===== config.mk =====
export PLATFORM = sky130hd
export DESIGN_NAME = tmtw_lin
export DESIGN_NICKNAME = d
export VERILOG_FILES = /design/src/sv/tmtw_pkg.sv /design/src/sv/tmtw_lin.sv
export SDC_FILE = /design/constraint.sdc
export NUM_CORES = 1
export LEC_CHECK = 0
export BUFFER_PORTS_ARGS = -buffer_cell sky130_fd_sc_hd__buf_2
export CAP_MARGIN = 5
export CORE_AREA = 2 2 39 41
export DETAILED_ROUTE_END_ITERATION = 10
export DIE_AREA = 0 0 41 43
export SLEW_MARGIN = 10
export SYNTH_ARGS = -nofsm -noshare
export SYNTH_HDL_FRONTEND = slang
export SYNTH_SLANG_ARGS = --single-unit

===== constraint.sdc =====
create_clock -name vclk -period 3.4
set_input_delay 0.34 -clock vclk [all_inputs]
set_output_delay 0.34 -clock vclk [all_outputs]
set_load 0.02 [all_outputs]

===== src/sv/tmtw_pkg.sv =====
// Shared constants, types and opcodes of the text-mode terminal writer.
// No dependencies.
`default_nettype none

package tmtw_pkg;

  localparam int SCREEN_WIDTH  = 80;
  localparam int SCREEN_HEIGHT = 25;
  localparam int TAB_STOP      = 8;   // must stay a power of two
  localparam int CELLS         = SCREEN_WIDTH * SCREEN_HEIGHT;

  localparam int COL_W   = 7;
  localparam int ROW_W   = 5;
  localparam int POS_W   = 12;
  localparam int CHAR_W  = 8;
  localparam int ENTRY_W = 16;
  localparam int ADDR_W  = $clog2(CELLS);

  localparam logic [COL_W-1:0]  COL_MAX   = COL_W'(SCREEN_WIDTH - 1);
  localparam logic [ROW_W-1:0]  ROW_MAX   = ROW_W'(SCREEN_HEIGHT - 1);
  localparam logic [ADDR_W-1:0] ADDR_LAST = ADDR_W'(CELLS - 1);

  localparam logic [CHAR_W-1:0] CH_NL    = 8'd10;
  localparam logic [CHAR_W-1:0] CH_CR    = 8'd13;
  localparam logic [CHAR_W-1:0] CH_BS    = 8'd8;
  localparam logic [CHAR_W-1:0] CH_TAB   = 8'd9;
  localparam logic [CHAR_W-1:0] CH_SPACE = 8'd32;

  localparam logic [7:0] RESET_ATTR = 8'h07;

  typedef enum logic [1:0] {
    OP_PUT   = 2'd0,
    OP_SET   = 2'd1,
    OP_CLEAR = 2'd2,
    OP_READ  = 2'd3
  } op_e;

  // Cursor update and cell access decided for one transaction.
  typedef struct packed {
    logic [COL_W-1:0]  col;
    logic [ROW_W-1:0]  row;
    logic              scroll;
    logic              wr_en;
    logic [COL_W-1:0]  wr_col;
    logic [CHAR_W-1:0] wr_char;
    logic [COL_W-1:0]  rd_col;
    logic [ROW_W-1:0]  rd_row;
  } cur_upd_t;

endpackage

`default_nettype wire


===== src/sv/tmtw_lin.sv =====
// Shared address unit: row * SCREEN_WIDTH + column.
// Depends on tmtw_pkg.
`default_nettype none

module tmtw_lin
  import tmtw_pkg::*;
(
  input  wire logic [ROW_W-1:0] row_i,
  input  wire logic [COL_W-1:0] col_i,
  output logic      [POS_W-1:0] pos_o
);

  assign pos_o = POS_W'(POS_W'(row_i) * POS_W'(SCREEN_WIDTH) + POS_W'(col_i));

endmodule

`default_nettype wire


# Word level (Yosys, flattened, before mapping)
# Index checks and enable logic that the tools add are counted.
# op_classes
n_addsub	1
n_mul	1
div_mod_pow	0
magnitude_cmp	0
n_eq_ne	0
shift	0
muxes	0
bitwise	0
reduce_logical	0
# op_table
cell	count
$add 12x7->12	1
$mul 5x3->8 const B	1
# totals
reg_bits	0
latchBits	0
ramBits	0
rom_bits	0
in_bits	12
output_inout_bits	12
elab_cells	2
memories	0

# Depth between registers and ports, before layout
# logic_depth
word_depth	2
ltp_mapped	6
depth_no_buf	6

# Worst setup path after synthesis
# No wires, ideal clock.
# synth_timing
path_kind	input -> output
start	input row_i[1]
end	output pos_o[10]
arrival_time_ns	1.967
t_required_ns	3.060
path_slack_ns	1.093
cell_stages	6
n_path_buf	0
cell_sequence	ha_1 > ha_1 > fa_1 > xor2_1 > nand3_1 > xnor2_1
# synth_via
elab_chain_cells	2
# synth_lines
item	line	text
start: declaration	tmtw_lin.sv:8	input wire logic [ROW_W-1:0] row_i,
$mul 5x3->8	tmtw_lin.sv:13	assign pos_o = POS_W'(POS_W'(row_i) * POS_W'(SCREEN_WIDTH) + POS_W'(col_i));
$add 12x7->12	tmtw_lin.sv:13	
end: declaration	tmtw_lin.sv:10	output logic [POS_W-1:0] pos_o
# Every way passes these cells.

# Worst setup path after layout
# layout_timing
start	input row_i[1]
end	output pos_o[11]
# The elaborated chain is that of the path after synthesis.

==> impl_metrics.csv <==
group,metric,value,unit
timing,tns,0,ps
job,cap_viol_max_count,0,
power,total_power,0.1076,mW
global_route,grt_pass1_vias,258,
placement,portBuffers,16,
timing,setup_viol,0,
setup_path,critPathTopFamily,"adder cells",
floorplanning,io-pin-count,24,
detailed_routing,via_count,262,
setup_path,crit_start,"row_i[1]",
detailed_routing,drt-initial-drc-count,0,
detailed_routing,first_pass_iters,1,
setup_path,cp_num_buf_inv,2,
timing,fin_crit_sh,71.70,%
cts,postCtsSetupBuffers,0,
min_path,hold_path_class,"in -> out",
global_route,grt_max_degree,4,
synth,synth_nets,56,
synth,synth_cells,33,
floorplanning,dieArea,1763,µm²
synth,yosysUniqueCellTypes,13,
global_route,grt_usage,7.515,%
final_layout,syn_to_final_growth,22.05,%
power,powerDensity,277.4,nW/µm²
final_layout,drive_gt1_share,40.00,%
setup_path,worstPathMaxFanout,3,
setup_path,cp.arrival,2100,ps
setup_path,crit_path_end,"pos_o[11]",
power,vdd_drop_max,0.1049,mV
setup_path,worstSetupStartpointType,"input port",
run_status,outcome,"complete, no violations",
power,leakagePower,0.2217,nW
detailed_routing,viasPerCell,4.295,
final_layout,nFlopsAndLatches,0,
timing,max_freq,410.2,MHz
setup_path,crit_path_max_incr_delay,560,ps
floorplanning,core,1384,µm²
setup_path,path_cells,"buf_2, ha_1, ha_1, fa_1, nand2_1, nor2_1, a32o_1, buf_2",
setup_path,critical_path_class,"in -> out",
final_layout,stdcell_count,61,
timing,period_minus_slack,2438,ps
global_route,grt_first_pass_wirelength,986,µm
floorplanning,fp.dieH,43,µm
detailed_routing,detail_route.wl_per_cell,9.508,µm
placement,dp_hpwl,549.4,µm
setup_path,crit_cells,8,
timing,tightest_slew,264.1,ps
floorplanning,die_w,41,µm
setup_path,worstPathRequired,3060,ps
detailed_routing,routed_wl,580,µm
synth,ys_warn_count,0,
final_layout,clock_buffer_count,0,
placement,gp_congestion,0.7100,
timing,slew_headroom,82.33,%
synth,netlist_area,317.8,µm²
final_layout,final_common_cell,"buf_2",
synth,syn_avg_cell_area,9.630,µm²
detailed_routing,drc,0,
final_layout,mostFrequentLayoutCells,"buf_2 (16), ha_1 (9), xor2_1 (4), a21o_1 (3), xnor2_1 (3)",
final_layout,antenna_cells,0,
final_layout,final_nets,70,
synth,ys_seq_area_share,0,%
timing,drv_slew,0,
timing,grt_setup_unrepaired,"no",
floorplanning,start_util,22.97,%
setup_path,cpMaxStageDelayCell,"fa_1",
global_route,grt_overflow_total,0,
global_route,antenna_found_initial,0,
cts,cts_hold_buf,0,
final_layout,final-seq-area,0,µm²
detailed_routing,antenna_left,0,
floorplanning,row_count,14,
timing,hold_violations,0,
cts,post_cts.resized_instances,0,
setup_path,worst_setup_path_end_kind,"output pin",
placement,dpl.cell_count,61,
timing,holdWs,680.0,ps
-- how the worst min path moves through the flow --
stage	start	end	cells past startpoint
finish	col_i[3]	pos_o[3]	0
CTS	col_i[0]	pos_o[0]	0
global placement	col_i[0]	pos_o[0]	0
detailed placement	col_i[0]	pos_o[0]	0
floorplan	col_i[0]	pos_o[0]	1
global route	col_i[3]	pos_o[3]	0
-- layout make-up --
type / instances / area [µm²]
Fill cell: 158 / 996.0
Multi-Input combinational cell: 29 / 287.8
Timing Repair Buffer: 16 / 80.08
Tap cell: 16 / 20.02
-- metrics by stage --
step	utilization [%]	cell area, µm²	setup WS [ps]
finish	28.03	387.9	962.2
global route	28.03	387.9	804.5
CTS	28.03	387.9	939.4
detailed placement	28.03	387.9	948.5
global placement	28.03	387.9	968.2
floorplan	-	317.8	1093
-- cells in the mapped netlist --
| master | n | share of area [%] |
|---|---|---|
| a21o_1 | 3 | 7.1 |
| a21oi_1 | 1 | 1.6 |
| a21oi_2 | 2 | 5.5 |
| a32o_1 | 1 | 3.1 |
| buf_4 | 4 | 9.4 |
| fa_1 | 2 | 13 |
| ha_1 | 9 | 35 |
| nand2_1 | 1 | 1.2 |
| nand3_1 | 1 | 1.6 |
| nor2_1 | 1 | 1.2 |
| nor2b_1 | 1 | 2.0 |
| xnor2_1 | 3 | 8.3 |
| xor2_1 | 4 | 11 |
-- report_power, final --
group	total [mW]	internal (mW)	switching, mW
clock	0	0	0
sequential	0	0	0
combinational	0.108	0.0434	0.0642
total	0.108	0.0434	0.0642
-- metal layers --
metal | vias to the layer above | track usage (%) | part of all wire [%]
met5 | - | 0 | 0
met4 | 0 | 0.6667 | 0
met3 | 0 | 1.047 | 6.6
met2 | 5 | 12.81 | 54
met1 | 117 | 9.904 | 39
li1 | 140 | - | -
-- cell families (layout without fill, tap and decap cells) --
| family | Yosys count | count (layout) | share of synthesized area (%) |
|---|---|---|---|
| buffers and inverters | 4 | 16 | 9.449 |
| AO/OA/AOI/OAI | 7 | 7 | 17.32 |
| adder cells (fa/ha/maj) | 11 | 11 | 48.03 |
| XOR/XNOR | 7 | 7 | 19.29 |
| AND/OR/NAND/NOR | 4 | 4 | 5.903 |
(Power assumes the default switching activity.)
