### src/sv/tmtw_pkg.sv
// Shared constants, types and opcodes of the text-mode terminal writer.
// No dependencies.
`default_nettype none

package tmtw_pkg;

  localparam int SCREEN_WIDTH  = 80;
  localparam int SCREEN_HEIGHT = 25;
  localparam int TAB_STOP      = 8;   // must stay a power of two
  localparam int CELLS         = SCREEN_WIDTH * SCREEN_HEIGHT;

  localparam int COL_W   = 7;
  localparam int ROW_W   = 5;
  localparam int POS_W   = 12;
  localparam int CHAR_W  = 8;
  localparam int ENTRY_W = 16;
  localparam int ADDR_W  = $clog2(CELLS);

  localparam logic [COL_W-1:0]  COL_MAX   = COL_W'(SCREEN_WIDTH - 1);
  localparam logic [ROW_W-1:0]  ROW_MAX   = ROW_W'(SCREEN_HEIGHT - 1);
  localparam logic [ADDR_W-1:0] ADDR_LAST = ADDR_W'(CELLS - 1);

  localparam logic [CHAR_W-1:0] CH_NL    = 8'd10;
  localparam logic [CHAR_W-1:0] CH_CR    = 8'd13;
  localparam logic [CHAR_W-1:0] CH_BS    = 8'd8;
  localparam logic [CHAR_W-1:0] CH_TAB   = 8'd9;
  localparam logic [CHAR_W-1:0] CH_SPACE = 8'd32;

  localparam logic [7:0] RESET_ATTR = 8'h07;

  typedef enum logic [1:0] {
    OP_PUT   = 2'd0,
    OP_SET   = 2'd1,
    OP_CLEAR = 2'd2,
    OP_READ  = 2'd3
  } op_e;

  // Cursor update and cell access decided for one transaction.
  typedef struct packed {
    logic [COL_W-1:0]  col;
    logic [ROW_W-1:0]  row;
    logic              scroll;
    logic              wr_en;
    logic [COL_W-1:0]  wr_col;
    logic [CHAR_W-1:0] wr_char;
    logic [COL_W-1:0]  rd_col;
    logic [ROW_W-1:0]  rd_row;
  } cur_upd_t;

endpackage

`default_nettype wire

### src/sv/tmtw_cursor.sv
// Cursor update logic: control characters, wrap, tab stops, clamping.
// Depends on tmtw_pkg.
`default_nettype none

module tmtw_cursor
  import tmtw_pkg::*;
(
  input  wire logic [1:0]        opcode_i,
  input  wire logic [CHAR_W-1:0] char_i,
  input  wire logic [COL_W-1:0]  col_in_i,
  input  wire logic [ROW_W-1:0]  row_in_i,
  input  wire logic [COL_W-1:0]  cur_col_i,
  input  wire logic [ROW_W-1:0]  cur_row_i,
  output cur_upd_t               upd_o
);

  logic [ROW_W:0]   row_p1;
  logic             row_wrap;
  logic [ROW_W-1:0] nl_row;
  logic [COL_W:0]   col_p1;
  logic [COL_W:0]   tab_nxt;
  logic [COL_W-1:0] col_clamp;
  logic [ROW_W-1:0] row_clamp;

  assign row_p1    = {1'b0, cur_row_i} + (ROW_W+1)'(1);
  assign row_wrap  = row_p1 >= (ROW_W+1)'(SCREEN_HEIGHT);
  assign nl_row    = row_wrap ? ROW_MAX : row_p1[ROW_W-1:0];
  assign col_p1    = {1'b0, cur_col_i} + (COL_W+1)'(1);
  assign tab_nxt   = {1'b0, cur_col_i} - ({1'b0, cur_col_i} % (COL_W+1)'(TAB_STOP))
                     + (COL_W+1)'(TAB_STOP);
  assign col_clamp = (col_in_i > COL_MAX) ? COL_MAX : col_in_i;
  assign row_clamp = (row_in_i > ROW_MAX) ? ROW_MAX : row_in_i;

  always_comb begin
    upd_o         = '0;
    upd_o.col     = cur_col_i;
    upd_o.row     = cur_row_i;
    upd_o.wr_col  = cur_col_i;
    upd_o.wr_char = char_i;
    upd_o.rd_col  = col_clamp;
    upd_o.rd_row  = row_clamp;
    unique case (op_e'(opcode_i))
      OP_PUT: begin
        unique case (char_i)
          CH_NL: begin
            upd_o.col    = '0;
            upd_o.row    = nl_row;
            upd_o.scroll = row_wrap;
          end
          CH_CR: begin
            upd_o.col = '0;
          end
          CH_BS: begin
            if (cur_col_i != '0) begin
              upd_o.col     = cur_col_i - COL_W'(1);
              upd_o.wr_en   = 1'b1;
              upd_o.wr_col  = cur_col_i - COL_W'(1);
              upd_o.wr_char = CH_SPACE;
            end
          end
          CH_TAB: begin
            if (tab_nxt >= (COL_W+1)'(SCREEN_WIDTH)) begin
              upd_o.col    = '0;
              upd_o.row    = nl_row;
              upd_o.scroll = row_wrap;
            end else begin
              upd_o.col = tab_nxt[COL_W-1:0];
            end
          end
          default: begin
            upd_o.wr_en = 1'b1;
            if (col_p1 >= (COL_W+1)'(SCREEN_WIDTH)) begin
              upd_o.col    = '0;
              upd_o.row    = nl_row;
              upd_o.scroll = row_wrap;
            end else begin
              upd_o.col = col_p1[COL_W-1:0];
            end
          end
        endcase
      end
      OP_SET: begin
        upd_o.col = col_clamp;
        upd_o.row = row_clamp;
      end
      OP_CLEAR: begin
        upd_o.col = '0;
        upd_o.row = '0;
      end
      OP_READ: begin
        upd_o.col = cur_col_i;
      end
    endcase
  end

endmodule

`default_nettype wire

### config.mk
export PLATFORM = sky130hd
export DESIGN_NAME = tmtw_cursor
export DESIGN_NICKNAME = d
export VERILOG_FILES = /design/src/sv/tmtw_pkg.sv /design/src/sv/tmtw_cursor.sv
export SDC_FILE = /design/constraint.sdc
export NUM_CORES = 1
export LEC_CHECK = 0
export BUFFER_PORTS_ARGS = -buffer_cell sky130_fd_sc_hd__buf_2
export CAP_MARGIN = 20
export CORE_ASPECT_RATIO = 0.7
export CORE_MARGIN = 10
export CORE_UTILIZATION = 42
export DETAILED_ROUTE_END_ITERATION = 6
export PLACE_DENSITY = 0.82
export SLEW_MARGIN = 25
export SYNTH_ARGS = -nofsm -noshare
export SYNTH_HDL_FRONTEND = slang
export SYNTH_SLANG_ARGS = --single-unit
export TNS_END_PERCENT = 5
### constraint.sdc
create_clock -name vclk -period 3
set_input_delay 0.6 -clock vclk [all_inputs]
set_output_delay 0.6 -clock vclk [all_outputs]
set_load 0.01 [all_outputs]
# [Word-level counts from Yosys, hierarchy flattened]
# Index checks and enable logic that the tools add are counted.
[word_totals] register_bits=0 word_cells=38 output_inout_bits=41 inputBits=34
[classes] reduce_logical=5 n_addsub=5 n_eq_ne=7 mux=16 order_cmp=5
[ops] operator="$eq 8x4->1 const B" n=4
[ops] operator="$mux 7" n=4
[ops] operator="$pmux 7 s4" n=1
[ops] operator="$pmux 7 s3" n=1
[ops] operator="$pmux 6 s3" n=1
[ops] operator="$mux 17" n=1
[ops] operator="$ge 8x7->1 const B" n=2
[ops] operator="$mux 16" n=1
[ops] operator="$mux 15" n=1
[ops] operator="$pmux 5 s3" n=1
[ops] operator="$mux 6" n=2
[ops] operator="$mux 5" n=2
[ops] operator="$add 7x1->8 const B" n=1
[ops] operator="$add 8x4->8 const B" n=1
[ops] operator="$sub 7x3->8" n=1
[ops] operator="$gt 7x7->1 const B" n=1
[ops] operator="$reduce_bool 7->1" n=1
[ops] operator="$sub 7x1->7 const B" n=1
[ops] operator="$add 5x1->6 const B" n=1
[ops] operator="$ge 6x5->1 const B" n=1
[ops] operator="$gt 5x5->1 const B" n=1
[ops] operator="$eq 2x2->1 const B" n=2
[ops] operator="$reduce_or 2->1" n=2
[ops] operator="$reduce_or 3->1" n=1
[ops] operator="3 further kinds" n=3

# [Longest topological paths before layout]
[logic_depth] word_depth=6 ltp_mapped=9 mapped_depth_nobuf=8

# [Least setup slack after synthesis]
# OpenSTA, ideal clock, no wires.
[synth_path] path_kind="input -> output" startpoint="in cur_col_i[6]" endpoint="out upd_o[32] (netlist name)" arrival_ns=2.602 required_time_ns=2.400 setup_slack_ns=-0.202 path_stages=9 path_buffers=1 path_cell_list="buf_2 inv_2 ha_1 a21oi_1 o21ai_2 mux2_4 o32ai_4 nor2_1 a311oi_1"
[synth_lines] element="start, declared" line_no="tmtw_cursor.sv:12" rtl="input wire logic [COL_W-1:0] cur_col_i,"
[synth_lines] element="end, declared" line_no="tmtw_cursor.sv:14" rtl="output cur_upd_t upd_o"

==> results.yml <==
synth:
  synth_top_area_cell: "ha_1"
  ys.warnings.count: 0
  avgSynthCellArea_um2: 6.527
  syn_nets: 239
  synth_top_area_share_pct: 10.87
  ys_types: 56
  synth_area_leaders: "ha_1 (11%), nand2_1 (6.2%), xnor2_1 (6.2%)"
  netlist_area_mm2: 0.001266
  syn_inst: 194
  yosysSeqAreaShare_pct: 0
timing:
  slew_viol_final: 0
  setup_viol: 8
  setup_ws_ns: -0.1324
  timing_hold_violations_final: 0
  hold_slack_ns: 1.416
  rsz0062_at_grt: "true"
  worst_pin_slew_ns: 0.4613
  slew_headroom_pct: 69.14
  finalCritPeriodShare_pct: 104.4
  finalCriticalPeriod_ns: 3.132
  fmax_mhz: 319.2
job:
  cap_violations: 0
pwr:
  p_int_w: 0.0001579
  vdd_drop_max_mv: 0.06748
  p_leak_nw: 1.046
  p_clk_share_pct: 0
  totalPowerFinal_w: 0.0003324
  pwr-share-seq_pct: 0
  switchingPower_w: 0.0001744
  power_density_mw_per_mm2: 157.8
  power.share.combinational_pct: 100.0
  switching_share_pct: 52.48
layout:
  nets: 340
  layout-drive-gt1-share_pct: 50.17
  final_cell_mix: "buf_2 (72), buf_4 (35), nand2_1 (21), nor2_1 (19), inv_1 (10)"
  diodes: 0
  final_common_cell: "buf_2"
  nClkBuffers: 0
  syn2layout_area_growth_pct: 66.30
  regArea_um2: 0
  layoutNonFillerInstCount: 329
  nFlopsAndLatches: 0
  fillers: 217
placement:
  globalplace.congestion: 0.9285
  place_ws_ns: -0.2129
  dp_cells: 326
  port_buffers: 75
  dp_hpwl_um: 4414
detailed_routing:
  drt-initial-drc-count: 284
  wl_per_cell_um: 17.17
  drc: 0
  avgViaCountPerCell: 5.739
  final_antenna_net_count: 0
  wirelength_um: 5650
  first_pass_iters: 5
  vias: 1888
grt:
  met1_usage_pct: 23.46
  first_global_vias: 1794
  grt_antenna_before_repair: 0
  gr-max-usage-layer: "met2"
  grt_overflow: 0
  grt.total_usage_pct: 17.79
  grtUsageMet3_pct: 5.049
  grt_max_degree: 17
  grt_pass1_wl_um: 8652
  use_met2_pct: 28.17
floorplan:
  initial_core_util_pct: 44.54
  rows: 16
  die_x_um: 85.63
  ios: 75
  core_area_mm2: 0.002843
  dieArea_mm2: 0.005646
  dieHeight_um: 65.94
critical_path:
  endpoint_kind: "output pin"
  crit_required_ns: 2.40
  cp_data_arrival_time_ns: 2.53
  worstSetupStartpointType: "input pin"
  worst-setup-path-type: "in -> out"
  cp_max_fo: 4
outcome:
  run_status: "finished, violations left"
  violations: "negative setup slack"
cts:
  ctsHoldBuffers: 0
min_path:
  hold_class: "in -> out"
==> final cells by class <==
class | count | area, um^2 | area share, %
inverters | 13 | 51.30 | 2.436
repair buffers | 115 | 716.9 | 34.05
well taps | 36 | 45.04 | 2.139
multi-input cells | 165 | 1292 | 61.38
==> worst max-delay path, stage by stage <==
cell and delay (ns):
buf_8 0.11, buf_6 0.11, ha_4 0.29, nand2b_4 0.06
o21ai_4 0.15, mux2_4 0.33, o32ai_4 0.35, buf_6 0.17
nand4bb_1 0.12, nand3_1 0.09, buf_2 0.16
==> final timing paths <==
kind	from	end	slack, ns	cells past startpoint
max	cur_col_i[5]	upd_o[31]	-0.13	11
min	char_i[6]	upd_o[18]	1.42	2
==> power groups by stage <==
stage          clock, W  sequential (W)  combinational [W]
2_1_floorplan         0               0           0.000156
3_3_place_gp          0               0           0.000277
3_5_place_dp          0               0           0.000283
4_1_cts               0               0           0.000305
5_1_grt               0               0           0.000357
6_report              0               0           0.000332
==> synth_stat cells (3+ instances only) <==
cell      instances
a21oi_1           6
xnor2_1           9
o32ai_1           3
nor2_1           20
o21ai_1           3
nor3_1            4
nor2b_1           6
o21ai_0           9
nand2_1          21
ha_1             11
o211ai_1          4
inv_1            12
nand2b_1          7
clkbuf_1         13
a31oi_1           4
nand4_1           3
nand3_1           9
==> cells by family (layout without fill, tap and decap cells) <==
logic type      Yosys count  in the layout  synth area share (%)
xor+xnor                 11             11                 8.202
mux                       2              2                 2.075
buf+inv                  29            128                 9.387
simple gates             88             88                 37.65
compound gates           53             53                 31.82
fa+ha+maj                11             11                 10.87
==> through the flow <==
step                cell area (um^2)  util (%)  TNS (ns)
floorplan                       1289         -  -0.03873
CTS                             2026     71.26    -1.056
detailed placement              1917     67.43    -1.463
global placement                1917     67.43   -0.9374
finish                          2106     74.08   -0.5077
global route                    2106     74.08    -1.229
==> routing by layer <==
metal	wire, um	part of all wire (%)
met4	137	2.4
met1	2421	43
met5	0	0
met2	2443	43
met3	648	11
==> timing repair <==
item / CTS / global route
setup endpoints to repair: 12 / 13
pin swaps: 13 / 15
resized for setup: 20 / 12
setup buffers: 2 / 2
No activity file was read; power rests on OpenSTA's default activity.
